===== src/rtl/csl_pkg.sv =====
// Package for the C subset lexer: constants, scan modes and classification functions.
package csl_pkg;

  localparam int LINE_BITS   = 20;
  localparam int OFFSET_BITS = 24;
  localparam int MAX_LEN     = 255;
  localparam int LEN_BITS    = 9;

  localparam logic [5:0] K_INTLIT   = 6'd18;
  localparam logic [5:0] K_FLOATLIT = 6'd19;
  localparam logic [5:0] K_CHARLIT  = 6'd20;
  localparam logic [5:0] K_STRLIT   = 6'd21;
  localparam logic [5:0] K_IDENT    = 6'd22;
  localparam logic [5:0] K_END      = 6'd61;
  localparam logic [5:0] K_UNKNOWN  = 6'd62;
  localparam logic [5:0] K_NONE     = 6'd0;

  typedef enum logic [10:0] {
    M_IDLE      = 11'b00000000001,
    M_IDENT     = 11'b00000000010,
    M_INT       = 11'b00000000100,
    M_FRAC      = 11'b00000001000,
    M_STR       = 11'b00000010000,
    M_CHR_OPEN  = 11'b00000100000,
    M_CHR_CLOSE = 11'b00001000000,
    M_HELD      = 11'b00010000000,
    M_LCOM      = 11'b00100000000,
    M_BCOM      = 11'b01000000000,
    M_BSTAR     = 11'b10000000000
  } mode_t;

  typedef struct packed {
    logic                   vld;
    logic [5:0]             kind;
    logic [LINE_BITS-1:0]   line;
    logic [OFFSET_BITS-1:0] start;
    logic [LEN_BITS-1:0]    len;
  } tok_t;

  function automatic logic is_alpha(input logic [7:0] c);
    return (c >= 8'h61 && c <= 8'h7a) || (c >= 8'h41 && c <= 8'h5a) || c == 8'h5f;
  endfunction

  function automatic logic is_digit(input logic [7:0] c);
    return c >= 8'h30 && c <= 8'h39;
  endfunction

  function automatic logic [5:0] single_kind(input logic [7:0] h);
    logic [5:0] k;
    k = K_UNKNOWN;
    case (h)
      "+": k = 6'd23;
      "-": k = 6'd24;
      "*": k = 6'd25;
      "/": k = 6'd26;
      "=": k = 6'd30;
      "!": k = 6'd43;
      "<": k = 6'd37;
      ">": k = 6'd38;
      "&": k = 6'd44;
      "|": k = 6'd45;
      default: k = K_UNKNOWN;
    endcase
    return k;
  endfunction

  function automatic logic [5:0] pair_kind(input logic [7:0] h, input logic [7:0] c);
    logic [5:0] k;
    k = K_NONE;
    case (h)
      "+": k = (c == "+") ? 6'd28 : (c == "=") ? 6'd31 : K_NONE;
      "-": k = (c == "-") ? 6'd29 : (c == "=") ? 6'd32 : (c == ">") ? 6'd50 : K_NONE;
      "*": k = (c == "=") ? 6'd33 : K_NONE;
      "/": k = (c == "=") ? 6'd34 : K_NONE;
      "=": k = (c == "=") ? 6'd35 : K_NONE;
      "!": k = (c == "=") ? 6'd36 : K_NONE;
      "<": k = (c == "=") ? 6'd39 : (c == "<") ? 6'd48 : K_NONE;
      ">": k = (c == "=") ? 6'd40 : (c == ">") ? 6'd49 : K_NONE;
      "&": k = (c == "&") ? 6'd41 : K_NONE;
      "|": k = (c == "|") ? 6'd42 : K_NONE;
      default: k = K_NONE;
    endcase
    return k;
  endfunction

  function automatic logic [5:0] lone_kind(input logic [7:0] c);
    logic [5:0] k;
    k = K_UNKNOWN;
    case (c)
      "%": k = 6'd27;
      "^": k = 6'd46;
      "~": k = 6'd47;
      "(": k = 6'd51;
      ")": k = 6'd52;
      "{": k = 6'd53;
      "}": k = 6'd54;
      "[": k = 6'd55;
      "]": k = 6'd56;
      ";": k = 6'd57;
      ",": k = 6'd58;
      ".": k = 6'd59;
      ":": k = 6'd60;
      default: k = K_UNKNOWN;
    endcase
    return k;
  endfunction

  // Keyword match on the first eight bytes packed right-aligned, plus exact length.
  function automatic logic [5:0] ident_kind(input logic [63:0] p, input logic [LEN_BITS-1:0] n);
    logic [5:0] k;
    k = K_IDENT;
    if      (n == 9'd3 && p == 64'h696e74)             k = 6'd0;
    else if (n == 9'd4 && p == 64'h766f6964)           k = 6'd1;
    else if (n == 9'd6 && p == 64'h72657475726e)       k = 6'd2;
    else if (n == 9'd2 && p == 64'h6966)               k = 6'd3;
    else if (n == 9'd4 && p == 64'h656c7365)           k = 6'd4;
    else if (n == 9'd5 && p == 64'h7768696c65)         k = 6'd5;
    else if (n == 9'd3 && p == 64'h666f72)             k = 6'd6;
    else if (n == 9'd5 && p == 64'h627265616b)         k = 6'd7;
    else if (n == 9'd8 && p == 64'h636f6e74696e7565)   k = 6'd8;
    else if (n == 9'd4 && p == 64'h63686172)           k = 6'd9;
    else if (n == 9'd5 && p == 64'h666c6f6174)         k = 6'd10;
    else if (n == 9'd6 && p == 64'h646f75626c65)       k = 6'd11;
    else if (n == 9'd4 && p == 64'h6c6f6e67)           k = 6'd12;
    else if (n == 9'd5 && p == 64'h73686f7274)         k = 6'd13;
    else if (n == 9'd8 && p == 64'h756e7369676e6564)   k = 6'd14;
    else if (n == 9'd6 && p == 64'h7369676e6564)       k = 6'd15;
    else if (n == 9'd6 && p == 64'h737472756374)       k = 6'd16;
    else if (n == 9'd6 && p == 64'h73697a656f66)       k = 6'd17;
    return k;
  endfunction

endpackage


===== src/rtl/c_subset_lexer.sv =====
// Top level of the C subset lexer: scan state, token formation and output queue.
//
//  channel | ports                                          | direction
//  input   | in_valid in_ready in_source_byte in_end_of_input | in
//  output  | out_valid out_ready out_token_kind out_token_line | out
//          | out_value_start out_value_length out_truncated out_last |
//
// One byte is taken per cycle while the queue has room; its tokens (up to two) are formed in that cycle and
// written into a four-entry output queue. Each token leaves in its own output transfer,
// so a byte that yields two tokens takes two output transfers.
// Input is taken whenever the queue has room for two more tokens.
// Reset (synchronous, rst_n low) empties the queue and returns the scanner to idle.
module c_subset_lexer import csl_pkg::*; (
  input  logic                   clk,
  input  logic                   rst_n,
  input  logic                   in_valid,
  output logic                   in_ready,
  input  logic [7:0]             in_source_byte,
  input  logic                   in_end_of_input,
  output logic                   out_valid,
  input  logic                   out_ready,
  output logic [5:0]             out_token_kind,
  output logic [LINE_BITS-1:0]   out_token_line,
  output logic [OFFSET_BITS-1:0] out_value_start,
  output logic [7:0]             out_value_length,
  output logic                   out_truncated,
  output logic                   out_last
);

  localparam logic [LINE_BITS-1:0] LINE_MAX = {LINE_BITS{1'b1}};

  mode_t                  mode_r, mode_nxt;
  logic [7:0]             held_r, held_nxt;
  logic [LINE_BITS-1:0]   line_r, line_nxt;
  logic [OFFSET_BITS-1:0] off_r, off_nxt;
  logic [OFFSET_BITS-1:0] tstart_r, tstart_nxt;
  logic [LINE_BITS-1:0]   tline_r, tline_nxt;
  logic [LEN_BITS-1:0]    tlen_r, tlen_nxt;
  logic [63:0]            pfx_r, pfx_nxt;
  logic                   esc_r, esc_nxt;

  tok_t t0, t1;
  tok_t q_r [4];
  logic [1:0] rd_r, wr_r;
  logic [2:0] cnt_r;
  logic       acc, pop;
  logic [7:0] c;
  logic [5:0] pk;
  logic       do_begin;
  logic [LEN_BITS-1:0] grown;

  assign c     = in_source_byte;
  assign acc   = in_valid && in_ready;
  assign pop   = out_valid && out_ready;
  assign in_ready = (cnt_r <= 3'd2);
  assign grown = (tlen_r <= LEN_BITS'(MAX_LEN)) ? tlen_r + 1'b1 : tlen_r;

  function automatic tok_t mk(input logic [5:0] k, input logic [LINE_BITS-1:0] l,
                              input logic [OFFSET_BITS-1:0] s, input logic [LEN_BITS-1:0] n);
    tok_t t;
    t.vld = 1'b1; t.kind = k; t.line = l; t.start = s; t.len = n;
    return t;
  endfunction

  always_comb begin
    mode_nxt = mode_r; held_nxt = held_r; line_nxt = line_r; off_nxt = off_r;
    tstart_nxt = tstart_r; tline_nxt = tline_r; tlen_nxt = tlen_r; pfx_nxt = pfx_r;
    esc_nxt = esc_r;
    t0 = '0; t1 = '0;
    do_begin = 1'b0;
    pk = pair_kind(held_r, c);
    if (in_end_of_input) begin
      unique case (mode_r)
        M_IDENT:  t0 = mk(ident_kind(pfx_r, tlen_r), tline_r, tstart_r, tlen_r);
        M_INT:    t0 = mk(K_INTLIT, tline_r, tstart_r, tlen_r);
        M_FRAC:   t0 = mk(K_FLOATLIT, tline_r, tstart_r, tlen_r);
        M_STR:    t0 = mk(K_STRLIT, tline_r, tstart_r, tlen_r);
        M_CHR_OPEN, M_CHR_CLOSE: t0 = mk(K_CHARLIT, tline_r, tstart_r, tlen_r);
        M_HELD:   t0 = mk(single_kind(held_r), tline_r, tstart_r, tlen_r);
        default: ;
      endcase
      if (t0.vld) t1 = mk(K_END, line_r, off_r, '0);
      else        t0 = mk(K_END, line_r, off_r, '0);
      mode_nxt = M_IDLE;
      esc_nxt  = 1'b0;
    end else begin
      off_nxt = off_r + 1'b1;
      unique case (mode_r)
        M_IDENT: begin
          if (is_alpha(c) || is_digit(c)) begin
            if (tlen_r < 9'd8) pfx_nxt = {pfx_r[55:0], c};
            tlen_nxt = grown;
          end else begin
            t0 = mk(ident_kind(pfx_r, tlen_r), tline_r, tstart_r, tlen_r);
            do_begin = 1'b1;
          end
        end
        M_INT: begin
          if (is_digit(c)) tlen_nxt = grown;
          else if (c == ".") begin
            tlen_nxt = grown; mode_nxt = M_FRAC;
          end else begin
            t0 = mk(K_INTLIT, tline_r, tstart_r, tlen_r); do_begin = 1'b1;
          end
        end
        M_FRAC: begin
          if (is_digit(c)) tlen_nxt = grown;
          else begin
            t0 = mk(K_FLOATLIT, tline_r, tstart_r, tlen_r); do_begin = 1'b1;
          end
        end
        M_STR: begin
          if (esc_r) begin
            tlen_nxt = grown; esc_nxt = 1'b0;
          end else if (c == 8'h22) begin
            t0 = mk(K_STRLIT, tline_r, tstart_r, tlen_r); mode_nxt = M_IDLE;
          end else begin
            tlen_nxt = grown; esc_nxt = (c == 8'h5c);
          end
        end
        M_CHR_OPEN: begin
          tlen_nxt = grown;
          if (!esc_r && c == 8'h5c) esc_nxt = 1'b1;
          else begin
            esc_nxt = 1'b0; mode_nxt = M_CHR_CLOSE;
          end
        end
        M_CHR_CLOSE: begin
          t0 = mk(K_CHARLIT, tline_r, tstart_r, tlen_r);
          if (c == 8'h27) mode_nxt = M_IDLE;
          else do_begin = 1'b1;
        end
        M_HELD: begin
          if (held_r == "/" && c == "/") mode_nxt = M_LCOM;
          else if (held_r == "/" && c == "*") mode_nxt = M_BCOM;
          else if (pk != K_NONE) begin
            tlen_nxt = 9'd2;
            t0 = mk(pk, tline_r, tstart_r, 9'd2);
            mode_nxt = M_IDLE;
          end else begin
            t0 = mk(single_kind(held_r), tline_r, tstart_r, tlen_r);
            do_begin = 1'b1;
          end
        end
        M_LCOM: begin
          if (c == 8'h0a) begin
            if (line_r != LINE_MAX) line_nxt = line_r + 1'b1;
            mode_nxt = M_IDLE;
          end
        end
        M_BCOM, M_BSTAR: begin
          if (mode_r == M_BSTAR && c == "/") mode_nxt = M_IDLE;
          else if (c == "*") mode_nxt = M_BSTAR;
          else begin
            if (c == 8'h0a && line_r != LINE_MAX) line_nxt = line_r + 1'b1;
            mode_nxt = M_BCOM;
          end
        end
        default: do_begin = 1'b1;
      endcase
      // A byte that may start a new token; may emit a lone token after a closed one.
      if (do_begin) begin
        mode_nxt = M_IDLE; esc_nxt = 1'b0;
        tline_nxt = line_r; tstart_nxt = off_r; tlen_nxt = 9'd1;
        if (c == 8'h0a) begin
          if (line_r != LINE_MAX) line_nxt = line_r + 1'b1;
        end else if (c == 8'h20 || c == 8'h09 || c == 8'h0b || c == 8'h0c || c == 8'h0d) begin
        end else if (is_alpha(c)) begin
          mode_nxt = M_IDENT; pfx_nxt = {56'd0, c};
        end else if (is_digit(c)) begin
          mode_nxt = M_INT;
        end else if (c == 8'h22 || c == 8'h27) begin
          mode_nxt = (c == 8'h22) ? M_STR : M_CHR_OPEN;
          tstart_nxt = off_r + 1'b1; tlen_nxt = '0;
        end else if (single_kind(c) != K_UNKNOWN) begin
          mode_nxt = M_HELD; held_nxt = c;
        end else if (t0.vld) begin
          t1 = mk(lone_kind(c), line_r, off_r, 9'd1);
        end else begin
          t0 = mk(lone_kind(c), line_r, off_r, 9'd1);
        end
      end
    end
  end

  // The last flag is set on the final token of a byte when it enters the queue.
  always_ff @(posedge clk) begin
    if (!rst_n) begin
      mode_r <= M_IDLE; held_r <= '0; line_r <= LINE_BITS'(1); off_r <= '0;
      tstart_r <= '0; tline_r <= LINE_BITS'(1); tlen_r <= '0; pfx_r <= '0; esc_r <= 1'b0;
      rd_r <= '0; wr_r <= '0; cnt_r <= '0;
    end else begin
      logic [2:0] n;
      n = 3'd0;
      if (acc) begin
        mode_r <= mode_nxt; held_r <= held_nxt; line_r <= line_nxt; off_r <= off_nxt;
        tstart_r <= tstart_nxt; tline_r <= tline_nxt; tlen_r <= tlen_nxt;
        pfx_r <= pfx_nxt; esc_r <= esc_nxt;
        if (t0.vld) begin
          q_r[wr_r] <= t0;
          n = 3'd1;
        end
        if (t1.vld) begin
          q_r[wr_r + 2'd1] <= t1;
          n = 3'd2;
        end
      end
      wr_r  <= wr_r + n[1:0];
      rd_r  <= rd_r + {1'b0, pop};
      cnt_r <= cnt_r + n - {2'b0, pop};
    end
  end

  // The last mark is kept beside the queue, one bit per entry.
  logic last_bit [4];
  always_ff @(posedge clk) begin
    if (acc) begin
      if (t0.vld) last_bit[wr_r] <= !t1.vld;
      if (t1.vld) last_bit[wr_r + 2'd1] <= 1'b1;
    end
  end

  tok_t head;
  assign head            = q_r[rd_r];
  assign out_valid       = (cnt_r != 3'd0);
  assign out_token_kind  = head.kind;
  assign out_token_line  = head.line;
  assign out_value_start = head.start;
  assign out_value_length = (head.len > LEN_BITS'(MAX_LEN)) ? 8'(MAX_LEN) : head.len[7:0];
  assign out_truncated   = (head.len > LEN_BITS'(MAX_LEN));
  assign out_last        = last_bit[rd_r];

endmodule

===== config.mk =====
export PLATFORM = sky130hd
export DESIGN_NAME = c_subset_lexer
export DESIGN_NICKNAME = d
export VERILOG_FILES = /design/src/rtl/csl_pkg.sv /design/src/rtl/c_subset_lexer.sv
export SDC_FILE = /design/constraint.sdc
export NUM_CORES = 1
export LEC_CHECK = 0
export BUFFER_PORTS_ARGS = -buffer_cell sky130_fd_sc_hd__buf_4
export CORE_AREA = 2 2 202 204
export CTS_CLUSTER_DIAMETER = 100
export CTS_CLUSTER_SIZE = 14
export DETAILED_ROUTE_END_ITERATION = 6
export DIE_AREA = 0 0 204 206
export PLACE_DENSITY_LB_ADDON = 0.2
export SYNTH_ARGS = -nofsm -noshare
export SYNTH_HDL_FRONTEND = slang
export SYNTH_SLANG_ARGS = --single-unit

===== constraint.sdc =====
create_clock -name clk -period 4.67 [get_ports clk]
set_clock_uncertainty 0.2 [all_clocks]
set_input_delay 0.467 -clock clk [delete_from_list [all_inputs] [get_ports clk]]
set_output_delay 0.467 -clock clk [all_outputs]
set_load 0.1 [all_outputs]

==> results of run 1 <==
[cells by family (layout without fill, tap and decap cells)]
logic type / count (synthesis) / in the layout
compound gates: 572 / 572
xor+xnor: 66 / 66
fa+ha+maj: 13 / 13
buf+inv: 239 / 255
flops: 428 / 428
mux: 71 / 71
other cells: 0 / 1
simple gates: 823 / 823
[state kept, by name, summed over array words and instances (netlist names)]
name,cells
rd_r,2
held_r,8
pfx_r,64
mode_r,11
cnt_r,3
off_r,24
tlen_r,9
last_bit,4
tstart_r,24
q_r,236
esc_r,1
wr_r,2
line_r,20
tline_r,20
[cell usage in the layout (no fill, tap or decap), types with 10 or more instances in the layout]
cell and count:
nor2b_1 22, and4_1 10, buf_4 160, nor3_1 41, or2_2 14, xor2_1 31, o21a_1 16, inv_1 23
edfxtp_1 204, nand2_1 244, o21ai_0 65, and3_1 31, and4b_1 12, ha_1 12, clkbuf_16 38, nor2_1 138
a22oi_1 12, nor4bb_1 13, a211oi_1 32, and2_1 28, nand3_1 82, or3_1 28, a32o_1 157, nand4b_1 11
clkbuf_1 21, nand4_1 38, nand2b_1 14, o22ai_1 40, a22o_1 65, a21oi_1 89, or4_1 14, xnor2_1 35
mux4_2 60, dfxtp_1 222, nor4_1 32, a31oi_1 10
[critical path, delay by kind of cell]
| kind | cells | cell delay (ns) |
|---|---|---|
| AND/OR/NAND/NOR | 3 | 1.32 |
| buffers and inverters | 4 | 1.27 |
| AO/OA/AOI/OAI | 5 | 1.59 |
[per-layer routing]
metal | vias to the layer above | global-route usage | wire, um
li1 | 8529 | - | -
met1 | 9310 | 0.413 | 26500
met2 | 965 | 0.522 | 32100
met3 | 151 | 0.0454 | 5900
met4 | 0 | 0.132 | 2360
met5 | - | 0 | 0
[power breakdown]
part,leakage (nW),total [mW],switching (mW),internal [mW]
registers,3.64,4.36,0.222,4.13
logic,3.76,3.36,2.49,0.873
clock network,0.511,2.89,1.37,1.53
total,7.90,10.6,4.08,6.53
[per-stage QoR]
stage | utilization | power (mW) | std cells | instance area [um2] | setup WS, ns
after CTS | 0.617 | 10.7 | 2760 | 24800 | 0.290
after global routing | 0.617 | 10.9 | 2760 | 24800 | 0.0602
after floorplan | - | 6.96 | 2212 | 22500 | 0.00330
final | 0.617 | 10.6 | 2761 | 24800 | 0.213
after detailed placement | 0.591 | 7.79 | 2697 | 23700 | 0.223
after global placement | 0.591 | 7.78 | 2697 | 23700 | 0.189
[final cells by class]
cell class	count	area (um2)	area share
Sequential cell	428	10600	0.428
Clock buffer	60	1040	0.0421
Inverter	24	91.3	0.00368
Tap cell	532	666	0.0268
Clock inverter	2	21.3	0.000857
Antenna cell	1	2.50	0.000101
Timing Repair Buffer	169	1370	0.0553
Multi-Input combinational cell	1545	11000	0.443
[synthesized netlist by cell type, drive strengths merged, types with 38 or more instances]
cell type,instances
a22o,66
mux4,60
nand2,248
a21oi,92
o21ai,69
o22ai,40
nand4,38
a32o,157
clkbuf,149
dfxtp,224
edfxtp,204
buf,66
nand3,82
nor3,45
nor2,143
[what timing repair did]
action                                 in CTS  in global routing
hold buffers                                1                  0
gates resized for setup                     0                  1
endpoints found under the hold margin       1                  0
setup endpoints to repair                   0                  1
[worst max-delay path by stage]
stage,startpoint,endpoint,slack [ns],cells past startpoint
final,in_source_byte[4],q_r[0][35],0.21,12
after floorplan,in_source_byte[4],q_r[3][0],0.003,12
after detailed placement,in_source_byte[2],q_r[0][17],0.22,11
after global routing,in_source_byte[4],cnt_r[2],0.06,18
after global placement,in_source_byte[7],cnt_r[2],0.19,17
after CTS,in_source_byte[4],q_r[0][35],0.29,12
==> results list, run 1 <==
- Entering global routing, the biggest net connects 105 pins.
* Worst ir drop on vdd: 0.237 mV
- For this block, the initial DRC count from the detailed router was 1869.
* Post-detailed-route wirelength per cell: 24.2 um
- Synthesized instance count: 2212
- After legalization and detailed placement, the total HPWL measured 43200 um.
- Slew at the pin closest to its max-slew limit: 1.09 ns
- Chip Width: 204 um
- The cell sitting at the root of the clock tree is a clkbuf_16.
- Among all flip-flop cells after synthesis, the most frequent one is dfxtp_1.
- Endpoint of the worst hold-timing path: held_r[2]
* Area inside the core boundary: 0.0402 mm2
* Effective utilization at floorplan: 0.561
- Area fraction in compound gates after synthesis: 0.196
* Number of synthesized flops with an enable pin: 204
* Total wirelength of the detailed-routed design: 66800 um
* Number of buffers added by the clock tree synthesis step: 36
* Critical Path Fanout Max: 26
- Based on the critical path, the design can be clocked at up to 224 MHz.
* Max-cap violation count: 0
* Endpoints failing hold: 0
- After synthesis, the mean cell area works out to 10.2 um2.
- Clock latency on the worst-skew pair, taken at its later pin, is 0.56 ns.
* TritonCTS clock tree: yes
* Critical-path top delay cell: or4_4
- Share of synthesized cell area in and, or, nand and nor gates: 0.190
* Critical path start-end classification: input port to flip-flop
- Ranked by total cell area, the synthesized netlist is headed by edfxtp_1 27%, dfxtp_1 20%, a32o_1 7.0%.
- At the worst endpoint, the required time is 4.88 ns.
- Fillcell total: 3354
- The routed layout has 18955 vias.
* Final Slew Violations: 0
- From synthesis to final layout, the design area changed by 10.1%.
* Net count reported at finish: 2230
* Max H-tree Level: 2
- In the final layout, the share of cells above drive strength 1 is 0.145.
- Post-synth ARST share: 0
- The number of antenna violations at the first check in global routing was 1.
- The worst setup path is captured at a flip-flop.
- Residual antenna-violating net count after detailed routing: 0
* Min-Delay Path Depth: 3
- Across all hold checks on the routed design, the worst slack comes to 0.0179 ns.
- Post-synthesis cell type with the largest combined area: edfxtp_1
- Time the worst path needs with I/O delays and setup: 4.46 ns
- Aggregate global routing overflow: 0
- For this run, the total global-route usage over all layers was measured as 0.314.
- The share of synthesized area in the top cell type comes to 0.272.
* Worst min-delay path category: input port to flip-flop
* Outcome: finished, final reports clean
* Leakage dissipation: 7.90 nW
- Die Area: 0.0420 mm2
- Portion of netlist area occupied by mux cells: 0.0650
- Setup violations remaining at the end of the flow were counted as 0.
- In this run the cell area of the synthesized design comes to 0.0225 mm2.
- Number of cells traversed by the worst register-to-register path: 17
- For this run, the number of Yosys warnings is 0.
- Of the total synthesized cell area, the portion taken by full adders, half adders and majority gates is 0.00755.
- Setup repair after global routing left no endpoint under its margin.
* Weighted congestion at the end of routability-driven global placement: 0.972
* First drt pass iteration count: 6
* Port Buffer Count: 74
* Register-to-Register Setup Slack: 0.39 ns
- The longest clock path from root to sink contains 3 buffers.
* Number of library cell types mapped by synthesis: 86
- Worst reg2reg path endpoint: cnt_r[2]
* Sequential share of the synthesized area: 0.471
* Number of global-route vias before repair: 18187
- Clock transition at the registers of the reported paths: 0.07 ns
- Main combinational cell family by area after synthesis: compound AO/OA/AOI/OAI gates
- Dividing total power by cell area gives a power density of 428 mW/mm2.
- The first global-routing pass estimated 104000 um of wire.
* Floorplan die height: 206 um
* Final Cycle Share: 0.954
* Kind of start point of the critical path: input port
* FF-to-FF Start: held_r[5]
- Data on the critical path arrives at its endpoint at 4.67 ns.
- Register bit count reported by yosys: 428
* Post-synthesis share of cell area spent on xor and xnor gates: 0.0257
- 75 I/O pins were placed.
- Startpoint of the lowest-slack hold path: in_source_byte[2]
- Synthesis produced a netlist with a net count of 2238.
* Cell chain of the critical path: dlygate4sd3_1 > buf_4 > or3_1 > o311ai_1 > o21ai_2 > buf_4 > or4_4 > o41ai_1 > and2_1 > a21o_1 > buf_4 > a32o_1
* Row count: 74
- Worst path max stage delay: 0.60 ns
* CTS sink count: 428
- After detailed routing, the number of remaining DRC violations is 0.
* Setup TNS after final layout: 0 ns
- Once the clock tree was built, the setup fixing pass inserted 0 buffers.
- After detailed routing, the number of vias per cell comes to 6.87.
- Critical Path Most Common Cell: buf_4
- Worst-case headroom to the max-slew limit: 0.267
No activity file was read; power rests on OpenSTA's default activity.
==> run 2, diff against run 1 <==
--- a/config.mk
+++ b/config.mk
@@ -8,10 +8,10 @@
 export BUFFER_PORTS_ARGS = -buffer_cell sky130_fd_sc_hd__buf_4
 export CORE_AREA = 2 2 202 204
 export CTS_CLUSTER_DIAMETER = 100
-export CTS_CLUSTER_SIZE = 14
+export CTS_CLUSTER_SIZE = 16
 export DETAILED_ROUTE_END_ITERATION = 6
 export DIE_AREA = 0 0 204 206
-export PLACE_DENSITY_LB_ADDON = 0.2
+export PLACE_DENSITY = 0.77
 export SYNTH_ARGS = -nofsm -noshare
 export SYNTH_HDL_FRONTEND = slang
 export SYNTH_SLANG_ARGS = --single-unit
==> results list, run 2 (synthesis results as in run 1) <==
- The detailed-route via count came to 18823 (-0.70%).
* Fillcell total: 3311 (-1.3%)
- Time the worst path needs with I/O delays and setup: 4.41 ns (-0.0422 ns)
- The count of antenna-violating nets left after detailed routing is 0 (unchanged).
* Max-cap violation count: 0 (unchanged)
- Worst min-delay path category: input port to flip-flop
- Aggregate global routing overflow: 0 (unchanged)
- Placement Setup Slack: 0.198 ns (-0.0244 ns)
- For this design, the slowest cell found on the critical path is or4b_1.
- The total number of placement rows came to 74 (unchanged).
- Routed vias/inst: 6.86 (about the same)
- The flip-flop count of the largest register, all copies and words added came to 236 (unchanged).
* Power Density: 418 mW/mm2 (-2.4%)
* Worst-case headroom to the max-slew limit: 0.242 (-0.0250)
* FF-to-FF Start: held_r[0]
* Final Cycle Share: 0.945 (-0.00903)
* Setup Fix Bufs, Post-CTS: 0 (unchanged)
* Area growth from synthesis to layout: 9.00%
* Number of cells in the finished layout apart from fillers: 2744 (-0.62%)
- The final routed wirelength across all metal layers is 66500 um (-0.45%).
- The total power draw was 10.3 mW (-3.4%).
* Area inside the core boundary: 0.0402 mm2 (unchanged)
- Worst reg2reg path endpoint: cnt_r[2]
* Data required time at the worst endpoint: 4.96 ns (+0.08 ns)
- The number of buffers inserted by port buffering came to 74 (unchanged).
- Half-perimeter wire length of the detailed placement result: 42800 um (-0.94%)
- GRT Overall Usage: 0.312 (-0.00170)
- Initial antenna violation count: 0 (-1)
* Achievable frequency: 227 MHz (+0.96%)
* Number of cells traversed by the worst register-to-register path: 16 (-1)
- The number of sinks driven by the clock tree is 428 (unchanged).
* First drt pass iteration count: 6 (unchanged)
- Traced cell by cell, the critical path runs through dlygate4sd3_1 > buf_4 > or4b_1 > o211a_1 > o31ai_1 > and4b_1 > and3_1 > a21o_1 > a211oi_1 > or3_1 > ha_1 > inv_1 > ha_1 > inv_1 > fa_1 > xnor2_1 > xnor2_1 > nor2_1.
- The die footprint is 0.0420 mm2 (unchanged).
- The aggregate negative setup slack is 0 ns (unchanged).
- The TritonCTS buffer count is 30 (-17%).
- The chip height is 206 um (unchanged).
- Worst path max stage delay: 0.54 ns (-0.06 ns)
- Global-route wire length before repair: 104000 um (about the same)
- The data arrival time of the critical path was 4.71 ns (+0.04 ns).
- The clock transition at the register clock pins on the worst setup and hold paths after CTS came to 0.09 ns (+0.02 ns).
* Clock tree buffer depth: 3 (unchanged)
- Total setup violations reported at the end of the flow: 0 (unchanged)
- Setup repair after global routing left no endpoint under its margin.
- TritonCTS clock tree: yes
- Slew at the pin closest to its max-slew limit: 1.12 ns (+0.0370 ns)
* Remaining design rule violation count: 0 (unchanged)
- Outcome: finished, final reports clean
- The startpoint identified for the worst hold timing path is in_source_byte[0].
- Cell total after placement: 2686 (-0.41%)
- The top cell types in the final layout, fill and taps aside, are 244 x nand2_1, 222 x dfxtp_1, 204 x edfxtp_1.
* Kind of start point of the critical path: input port
- The number of slew-limit violations in the final report is 0 (unchanged).
- Chip Width: 204 um (unchanged)
- The critical path in this run is classified as input port to flip-flop.
- Post-detailed-route wirelength per cell: 24.2 um (+0.17%)
- The minimum hold slack was 0.0590 ns (+0.0411 ns).
- The H-tree depth came to 1 (-1).
- The boundary pin count came to 75 (unchanged).
- Min-Delay Path Depth: 3 (unchanged)
- First DRT Iteration DRCs: 2194 (+17%)
- The largest registers in the layout are q_r (236), pfx_r (64).
- The initial core utilization is 0.561 (unchanged).
* Critical Path Fanout Max: 8 (-69%)
* Largest Register: q_r
* Ratio of cells with drive above 1 in the final layout: 0.137 (-0.00800)
- The number of antenna repair diodes came to 0 (-1).
- Clk Tree Root Cell: clkbuf_16
* Register-to-Register Setup Slack: 0.31 ns (-0.08 ns)
- Later-pin clock latency in the skew report: 0.61 ns (+0.05 ns)
- Fin worst setup slack: 0.255 ns (+0.0422 ns)
- The number of global-route vias before repair is 18042 (-0.80%).
* Worst ir drop on vdd: 0.345 mV (+46%)
- Net count reported at finish: 2215 (-0.67%)
* Weighted congestion at the end of routability-driven global placement: 0.969 (-0.30%)
* Most frequent standard cell in the layout excluding fill and tap cells: nand2_1
* Pin count of the biggest net entering global routing: 94 (-10%)
- Kind of end point of the critical path: flip-flop
* Endpoint of the worst hold-timing path: held_r[0]
- Endpoints failing hold: 0 (unchanged)
- Leakage dissipation: 7.76 nW (-1.8%)
* Startpoint of the worst setup timing path: in_source_byte[4]
## run 2: cell types whose count changed in the layout (fill, tap and decap cells not counted), sizes merged
cell         change
buf             -11
clkbuf           -6
dlygate4sd3      +2
clkinv           -1
diode            -1
## run 2: per-layer routing
layer / part of all wire / vias to the layer above / global-route usage
met3: 0.090 / 139 / 0.0421
met5: 0 / - / 0
li1: - / 8484 / -
met1: 0.40 / 9216 / 0.427
met4: 0.031 / 0 / 0.101
met2: 0.48 / 984 / 0.517
## run 2: through the flow
| step | utilization | area [um2] |
|---|---|---|
| final | 0.611 | 24600 |
| after global routing | 0.611 | 24600 |
| after CTS | 0.611 | 24600 |
| after detailed placement | 0.589 | 23700 |
| after floorplan | - | 22500 |
| after global placement | 0.589 | 23700 |
## run 2: area by class of cell
type / count / area, um2 / area share
clock buffers: 54 / 862 / 0.0351
well taps: 532 / 666 / 0.0271
inverters: 24 / 91.3 / 0.00372
multi-input cells: 1545 / 11000 / 0.448
repair buffers: 160 / 1320 / 0.0538
flip-flops and latches: 428 / 10600 / 0.432
clock inverters: 1 / 5.00 / 0.000204
## run 2: worst max-delay path by stage
stage	to	slack, ns
global route	cnt_r[2]	0.01
finish	cnt_r[2]	0.26
global placement	cnt_r[2]	0.24
detailed placement	cnt_r[2]	0.20
CTS	cnt_r[2]	0.30
floorplan	q_r[3][0]	0.003
## run 2: where the power goes
part / switching, mW / total [mW] / leakage (nW) / internal, mW
clock: 1.28 / 2.52 / 0.413 / 1.24
combinational: 2.51 / 3.38 / 3.71 / 0.866
sequential: 0.222 / 4.35 / 3.64 / 4.13
total: 4.02 / 10.3 / 7.76 / 6.24
## run 2: worst max-delay path: cells and delay by family
kind            cells  cell delay, ns
simple gates        5            1.45
xor+xnor            2            0.35
compound gates      4            0.77
buf+inv             4            0.79
fa+ha+maj           3            0.87
## run 2: timing repair
item | 4_1_cts | 5_1_grt
resized for setup | 0 | 0
hold endpoints to repair | 3 | 0
hold buffers | 3 | 0
setup endpoints to repair | 0 | 0
